<file path="config.mk">
export PLATFORM = sky130hd
export DESIGN_NAME = scc_fifo
export DESIGN_NICKNAME = d
export VERILOG_FILES = /design/src/rtl/scc_pkg.sv /design/src/rtl/scc_fifo.sv
export SDC_FILE = /design/constraint.sdc
export NUM_CORES = 1
export LEC_CHECK = 0
export BUFFER_PORTS_ARGS = -buffer_cell sky130_fd_sc_hd__buf_2
export CAP_MARGIN = 10
export CELL_PAD_IN_SITES_DETAIL_PLACEMENT = 2
export CELL_PAD_IN_SITES_GLOBAL_PLACEMENT = 2
export CORE_ASPECT_RATIO = 0.75
export CORE_UTILIZATION = 49
export DETAILED_ROUTE_END_ITERATION = 7
export GPL_ROUTABILITY_DRIVEN = 0
export PLACE_DENSITY_LB_ADDON = 0.1
export SETUP_SLACK_MARGIN = 0.15
export SYNTH_ARGS = -nofsm -noshare
export SYNTH_HDL_FRONTEND = slang
export SYNTH_SLANG_ARGS = --single-unit
export TNS_END_PERCENT = 30
</file>
<file path="constraint.sdc">
create_clock -name clk -period 16.3 [get_ports clk]
set_input_delay 3.26 -clock clk [delete_from_list [all_inputs] [get_ports clk]]
set_output_delay 3.26 -clock clk [all_outputs]
set_load 0.01 [all_outputs]
</file>
<file path="src/rtl/scc_pkg.sv">
// Shared types, constants and helper functions for the segment cylinder clipper.
// Used by every module of the block; depends on nothing.
package scc_pkg;

  // Bisection steps per clip and depth of the front/back queue
  localparam int STEPS     = 34;
  localparam int QDEPTH    = 4;
  localparam int QPTR_W    = $clog2(QDEPTH);

  // Short segment threshold: 0.0001 cm^2 in Q32.32
  localparam logic [21:0] LEN_SQ_MIN = 22'd429497;
  localparam logic [32:0] LONG_LIM   = 33'd1024;

  // Configuration register indexes
  localparam logic [2:0] REG_RADIUS     = 3'd0;
  localparam logic [2:0] REG_Z_LOW      = 3'd1;
  localparam logic [2:0] REG_Z_HIGH     = 3'd2;
  localparam logic [2:0] REG_ENERGY_MIN = 3'd3;
  localparam logic [2:0] REG_EN_PHOTON  = 3'd4;
  localparam logic [2:0] REG_EN_ELEC    = 3'd5;
  localparam logic [2:0] REG_EN_POSI    = 3'd6;

  // Particle codes
  localparam logic [1:0] PT_PHOTON   = 2'd0;
  localparam logic [1:0] PT_ELECTRON = 2'd1;
  localparam logic [1:0] PT_POSITRON = 2'd2;
  localparam logic [1:0] PT_OTHER    = 2'd3;

  typedef enum logic [2:0] {
    KIND_RAD = 3'b001,
    KIND_ZLO = 3'b010,
    KIND_ZHI = 3'b100
  } kind_t;

  typedef logic signed [31:0] coord_t;
  typedef coord_t [2:0] point_t;

  // One segment in flight: anc is the fixed end, a/b bracket the clipped end
  typedef struct packed {
    logic       valid;
    logic       drop;
    logic [1:0] particle;
    logic       clip_en;
    logic       swap;
    point_t     anc;
    point_t     a;
    point_t     b;
  } seg_t;

  typedef struct packed {
    logic [63:0] r2;
    coord_t      z_low;
    coord_t      z_high;
  } geom_t;

  typedef struct packed {
    logic [2:0]  en;
    logic [31:0] energy_min;
  } filt_t;

  function automatic coord_t floor_mid(input coord_t x, input coord_t y);
    logic signed [32:0] s;
    s = {x[31], x} + {y[31], y};
    return s[32:1];
  endfunction

  function automatic logic [31:0] mag(input coord_t x);
    return x[31] ? (~x + 32'd1) : x;
  endfunction

  function automatic point_t seg_p0(input seg_t s);
    return s.swap ? s.a : s.anc;
  endfunction

  function automatic point_t seg_p1(input seg_t s);
    return s.swap ? s.anc : s.a;
  endfunction

  // Build the clip setup for a z plane from the current endpoints
  function automatic seg_t setup_z(input seg_t s, input kind_t kind, input geom_t g);
    seg_t   r;
    point_t p0;
    point_t p1;
    logic   c0;
    logic   c1;
    p0 = seg_p0(s);
    p1 = seg_p1(s);
    if (kind == KIND_ZLO) begin
      c0 = $signed(p0[2]) < $signed(g.z_low);
      c1 = $signed(p1[2]) < $signed(g.z_low);
    end else begin
      c0 = $signed(p0[2]) > $signed(g.z_high);
      c1 = $signed(p1[2]) > $signed(g.z_high);
    end
    r         = s;
    r.swap    = c0;
    r.clip_en = c0 | c1;
    r.anc     = c0 ? p1 : p0;
    r.a       = (c0 | c1) ? (c0 ? p1 : p0) : p1;
    r.b       = c0 ? p0 : p1;
    return r;
  endfunction

endpackage

</file>
<file path="src/rtl/scc_fifo.sv">
// Short queue of segment items between the front and back ends.
// Depends on scc_pkg.
module scc_fifo (
  input  logic          clk,
  input  logic          rst_n,
  input  logic          push,
  input  scc_pkg::seg_t wdata,
  input  logic          pop,
  output scc_pkg::seg_t rdata,
  output logic          full,
  output logic          empty
);
  import scc_pkg::*;

  seg_t              mem_r [QDEPTH];
  logic [QPTR_W-1:0] wr_ptr_r, rd_ptr_r;
  logic [QPTR_W:0]   count_r;

  assign full  = count_r == (QPTR_W+1)'(QDEPTH);
  assign empty = count_r == '0;
  assign rdata = mem_r[rd_ptr_r];

  always_ff @(posedge clk) begin
    if (push) mem_r[wr_ptr_r] <= wdata;
  end

  // Pointers and fill count
  always_ff @(posedge clk) begin
    if (!rst_n) begin
      wr_ptr_r <= '0;
      rd_ptr_r <= '0;
      count_r  <= '0;
    end else begin
      if (push) wr_ptr_r <= wr_ptr_r + 1'b1;
      if (pop)  rd_ptr_r <= rd_ptr_r + 1'b1;
      if (push && !pop)      count_r <= count_r + 1'b1;
      else if (pop && !push) count_r <= count_r - 1'b1;
    end
  end

endmodule

</file>
==> results.toml, run 1 <==
[floorplanning]
initial_core_util = 0.495
rows = 94
die_w_um = 346
ios = 594
die_h_um = 260

[logic_synthesis]
syn_inst = 1579
synthSimpleGateAreaFrac = 0.00210
synth.cell_area_sq_um = 43400
synth_warnings = 0
yosys.area_share.adder = 0.00190
yosys.area.top_type = "edfxtp_1"
synthMuxAreaShare = 0.165
synth_xor_area_frac = 0.00101
yosys-top-cells-area = "edfxtp_1, mux4_1, mux4_2"
netlist.area_leader.share = 0.813
synth_top_family_by_area = "multiplexers"
synthesis.nets = 1883
synth_seq_cells = 1185
yosys.cell_types.count = 22
synth_compound_area_frac = 0.000288
synth.avg_cell_area_sq_um = 27.5
synth_seq_area_share = 0.818

[run_status]
tool.error = "[ERROR DPL-0033] detailed placement checks failed during check placement."
status = "aborted with a tool error"
lastStage = "detailed placement (3_5_place_dp)"

[place]
portBuffers = 593
hpwl_mm = 83.4
## cell usage after synthesis
cell and instances:
mux4_1 136, o21ai_0 1, xnor2_1 2, a21boi_0 1, nor3_1 1, nor3b_1 1
mux2i_1 2, clkbuf_1 5, inv_1 4, mux4_2 158, buf_2 31, xor2_1 3
and2_1 9, buf_6 27, fa_1 1, ha_1 5, dfxtp_1 9, nor2b_1 2
buf_8 3, or3_1 1, edfxtp_1 1176, nand2_1 1
## logic make-up after synthesis
family / after synthesis
muxes: 296
buffers and inverters: 70
AOI/OAI and AO/OA: 2
and+or+nand+nor: 15
xor gates and xnor gates: 5
adders and majority gates: 6
DFF: 1185
## metrics by stage
| step | hold WS [ns] | area [sq um] | instances |
|---|---|---|---|
| floorplan | 0.472 | 43400 | 1579 |
| global placement | 0.491 | 47500 | 3281 |
==> run 2, diff against run 1 <==
==> config.mk (replaced) <==
export PLATFORM = sky130hd
export DESIGN_NAME = scc_fifo
export DESIGN_NICKNAME = d
export VERILOG_FILES = /design/src/rtl/scc_pkg.sv /design/src/rtl/scc_fifo.sv
export SDC_FILE = /design/constraint.sdc
export NUM_CORES = 1
export LEC_CHECK = 0
export BUFFER_PORTS_ARGS = -buffer_cell sky130_fd_sc_hd__buf_2
export CAP_MARGIN = 10
export CORE_UTILIZATION = 35
export DETAILED_ROUTE_END_ITERATION = 7
export GPL_ROUTABILITY_DRIVEN = 0
export PLACE_DENSITY_LB_ADDON = 0.15
export SYNTH_ARGS = -nofsm -noshare
export SYNTH_HDL_FRONTEND = slang
export SYNTH_SLANG_ARGS = --single-unit
export TNS_END_PERCENT = 30
==> run 2 against run 1 <==
Effect of this change: the run now ends clean; synthesized area is the same; synthesized cell count is the same.
==> results.toml, run 2 <==
[run_status]
status = "finished, final reports clean"

[clock_tree]
cts_resized = 0
htree_levels = 4
cts.sinks = 1185
cts_root_buffer = "clkbuf_16"
cts_hold_buf = 0
cts_tree = "yes"
clkTransAtPathRegs_ns = 0.05
cts_buffers = 132
post_cts_buffers = 0
clockBufferDepth = 3
worstSkewPairLatency_ns = 0.77

[logic_synthesis]
yosysMostFrequentCell = "edfxtp_1"
synth_warnings = 0
netlist.area_leader.share = 0.813
synthArstFlopShare = 0
synth.cell_area_sq_um = 43400
yosys.area.top_type = "edfxtp_1"
synth.avg_cell_area_sq_um = 27.5
yosys-top-cells-count = "edfxtp_1, mux4_2, mux4_1"
synth_seq_area_share = 0.818
yosys.cell_types.count = 22
ys.flop_type = "edfxtp_1"
syn_inst = 1579
synthesis.nets = 1883
synth_edf_count = 1176
yosys-top-cells-area = "edfxtp_1, mux4_1, mux4_2"
synth_seq_cells = 1185

[layout]
max_flop_register = "mem_r"
largest_register_ffs = 1176
multi_input_area_sq_um = 7390
nNetsFinal = 2567
mostFrequentLayoutCells = "edfxtp_1, buf_2, mux4_2, mux4_1, clkbuf_16"
layout.area.seq_sq_um = 35500
area_delta_synth_final_pct = 20.4
final_common_cell = "edfxtp_1"
drive_gt1_frac = 0.402
fillers = 10648
largestRegisters = "mem_r x1176, count_r x3"

[sta]
fin_setup_tns_ns = 0
fin_crit_ns = 7.62
fin_crit_sh = 0.468
worstMarginPinSlew_ns = 1.13
setup_viol = 0
skew_ns = 0.0214
rsz0062_at_grt = "false"
relSlewSlack = 0.248
drv_slew = 0
hold_viol_final = 0
fmax_mhz = 131

[route]
drc = 0
num_vias = 19413
wl_per_cell_um = 24.2
drtIter0Drc = 1199
routed_wl_mm = 96.8
drt_pass1_iterations = 4
routed_via_density = 4.85
ant_nets = 0

[global_routing]
grt_pass1_vias = 20550
track_usage = 0.154
antenna_found_initial = 45
grt_pass1_wl_mm = 140
grt_overflow = 0
grt_max_degree = 125

[pwr]
combPwrFrac = 0.090
p_leak_nw = 17.6
switching_share = 0.225
p_clk_frac = 0.403
finalPower_mw = 6.99
powerDensity_nw_per_um2 = 134
intPower_mw = 5.41
p_sw_mw = 1.57
ir_drop_mv = 0.0960
p_seq_frac = 0.507

[setup_path]
rrSetupSlack_ns = 12.52
end_kind = "output pin"
cp-start-kind = "flip-flop"
critPathKind = "reg2out"
slowest_delay_ns = 0.91
worst-path-max-fanout = 101
cp_slowest_cell = "dfxtp_4"
cp_cell_sequence = "buf_4, buf_12, mux4_1, buf_2"
worstRegToRegCells = 5
crit_required_ns = 13.04
crit_arrival_ns = 4.36

[worst_hold_path]
holdPathStages = 2
hold_path.class = "reg2reg"

[place]
portBuffers = 593
hpwl_mm = 58.6

[floorplanning]
initial_core_util = 0.355
die_w_um = 354
die-area_sq_um = 125000
coreArea_sq_um = 122000
die_h_um = 354
rows = 128
ios = 594

[flow_run]
cap_viol_max_count = 0
-- run 2: cell counts after synthesis --
Identical to the previous run, type by type.
-- run 2: worst paths after layout --
check | end | from
setup / recovery | rdata[274] | flip-flop
setup reg to reg | mem_r[3][276] | wr_ptr_r[0]
hold / removal | count_r[2] | count_r[2]
hold reg to reg | count_r[2] | count_r[2]
-- run 2: kinds of logic after synthesis --
group	Yosys count	share of synthesized area
flip-flops	1185	0.818
adder cells (fa/ha/maj)	6	0.00190
AND/OR/NAND/NOR	15	0.00210
buffers and inverters	70	0.0124
AO/OA/AOI/OAI	2	0.000288
multiplexers	296	0.165
XOR/XNOR	5	0.00101
-- run 2: critical path, delay by kind of cell, from the launching register on --
family | cells | cell delay, ns
flops | 1 | 0.91
buf+inv | 3 | 1.61
mux | 1 | 0.68
-- run 2: stage by stage --
step / hold WS, ns / worst slack (ns) / util / area, sq um / instances
detailed placement: 0.530 / 9.34 / 0.393 / 48100 / 3754
global route: 0.580 / 8.34 / 0.427 / 52300 / 3997
CTS: 0.539 / 8.49 / 0.427 / 52300 / 3988
floorplan: 0.472 / 5.72 / - / 43400 / 1579
global placement: 0.486 / 9.33 / 0.393 / 48100 / 3754
finish: 0.552 / 8.68 / 0.427 / 52300 / 4002
-- run 2: layout make-up --
| class | count | share of cell area |
|---|---|---|
| diodes | 14 | 0.000670 |
| clock buffers | 164 | 0.0659 |
| clock inverters | 70 | 0.0130 |
| inverters | 4 | 0.000287 |
| multi-input cells | 324 | 0.141 |
| flip-flops and latches | 1185 | 0.679 |
| well taps | 1625 | 0.0389 |
| repair buffers | 616 | 0.0610 |
-- run 2: per-layer routing --
layer	up-vias	part of all wire	track usage
li1	8435	-	-
met5	-	0.0023	0
met4	36	0.025	0.0548
met3	195	0.072	0.0544
met2	524	0.52	0.262
met1	10223	0.38	0.179
-- run 2: power groups by stage --
stage / combinational, mW / sequential, mW / clock [mW]
2_1_floorplan: 0.366 / 3.63 / 0
3_3_place_gp: 0.646 / 3.60 / 0
3_5_place_dp: 0.651 / 3.61 / 0
4_1_cts: 0.653 / 3.55 / 2.91
5_1_grt: 0.677 / 3.56 / 3.02
6_report: 0.627 / 3.54 / 2.82
Power figures use the tool's default switching activity.
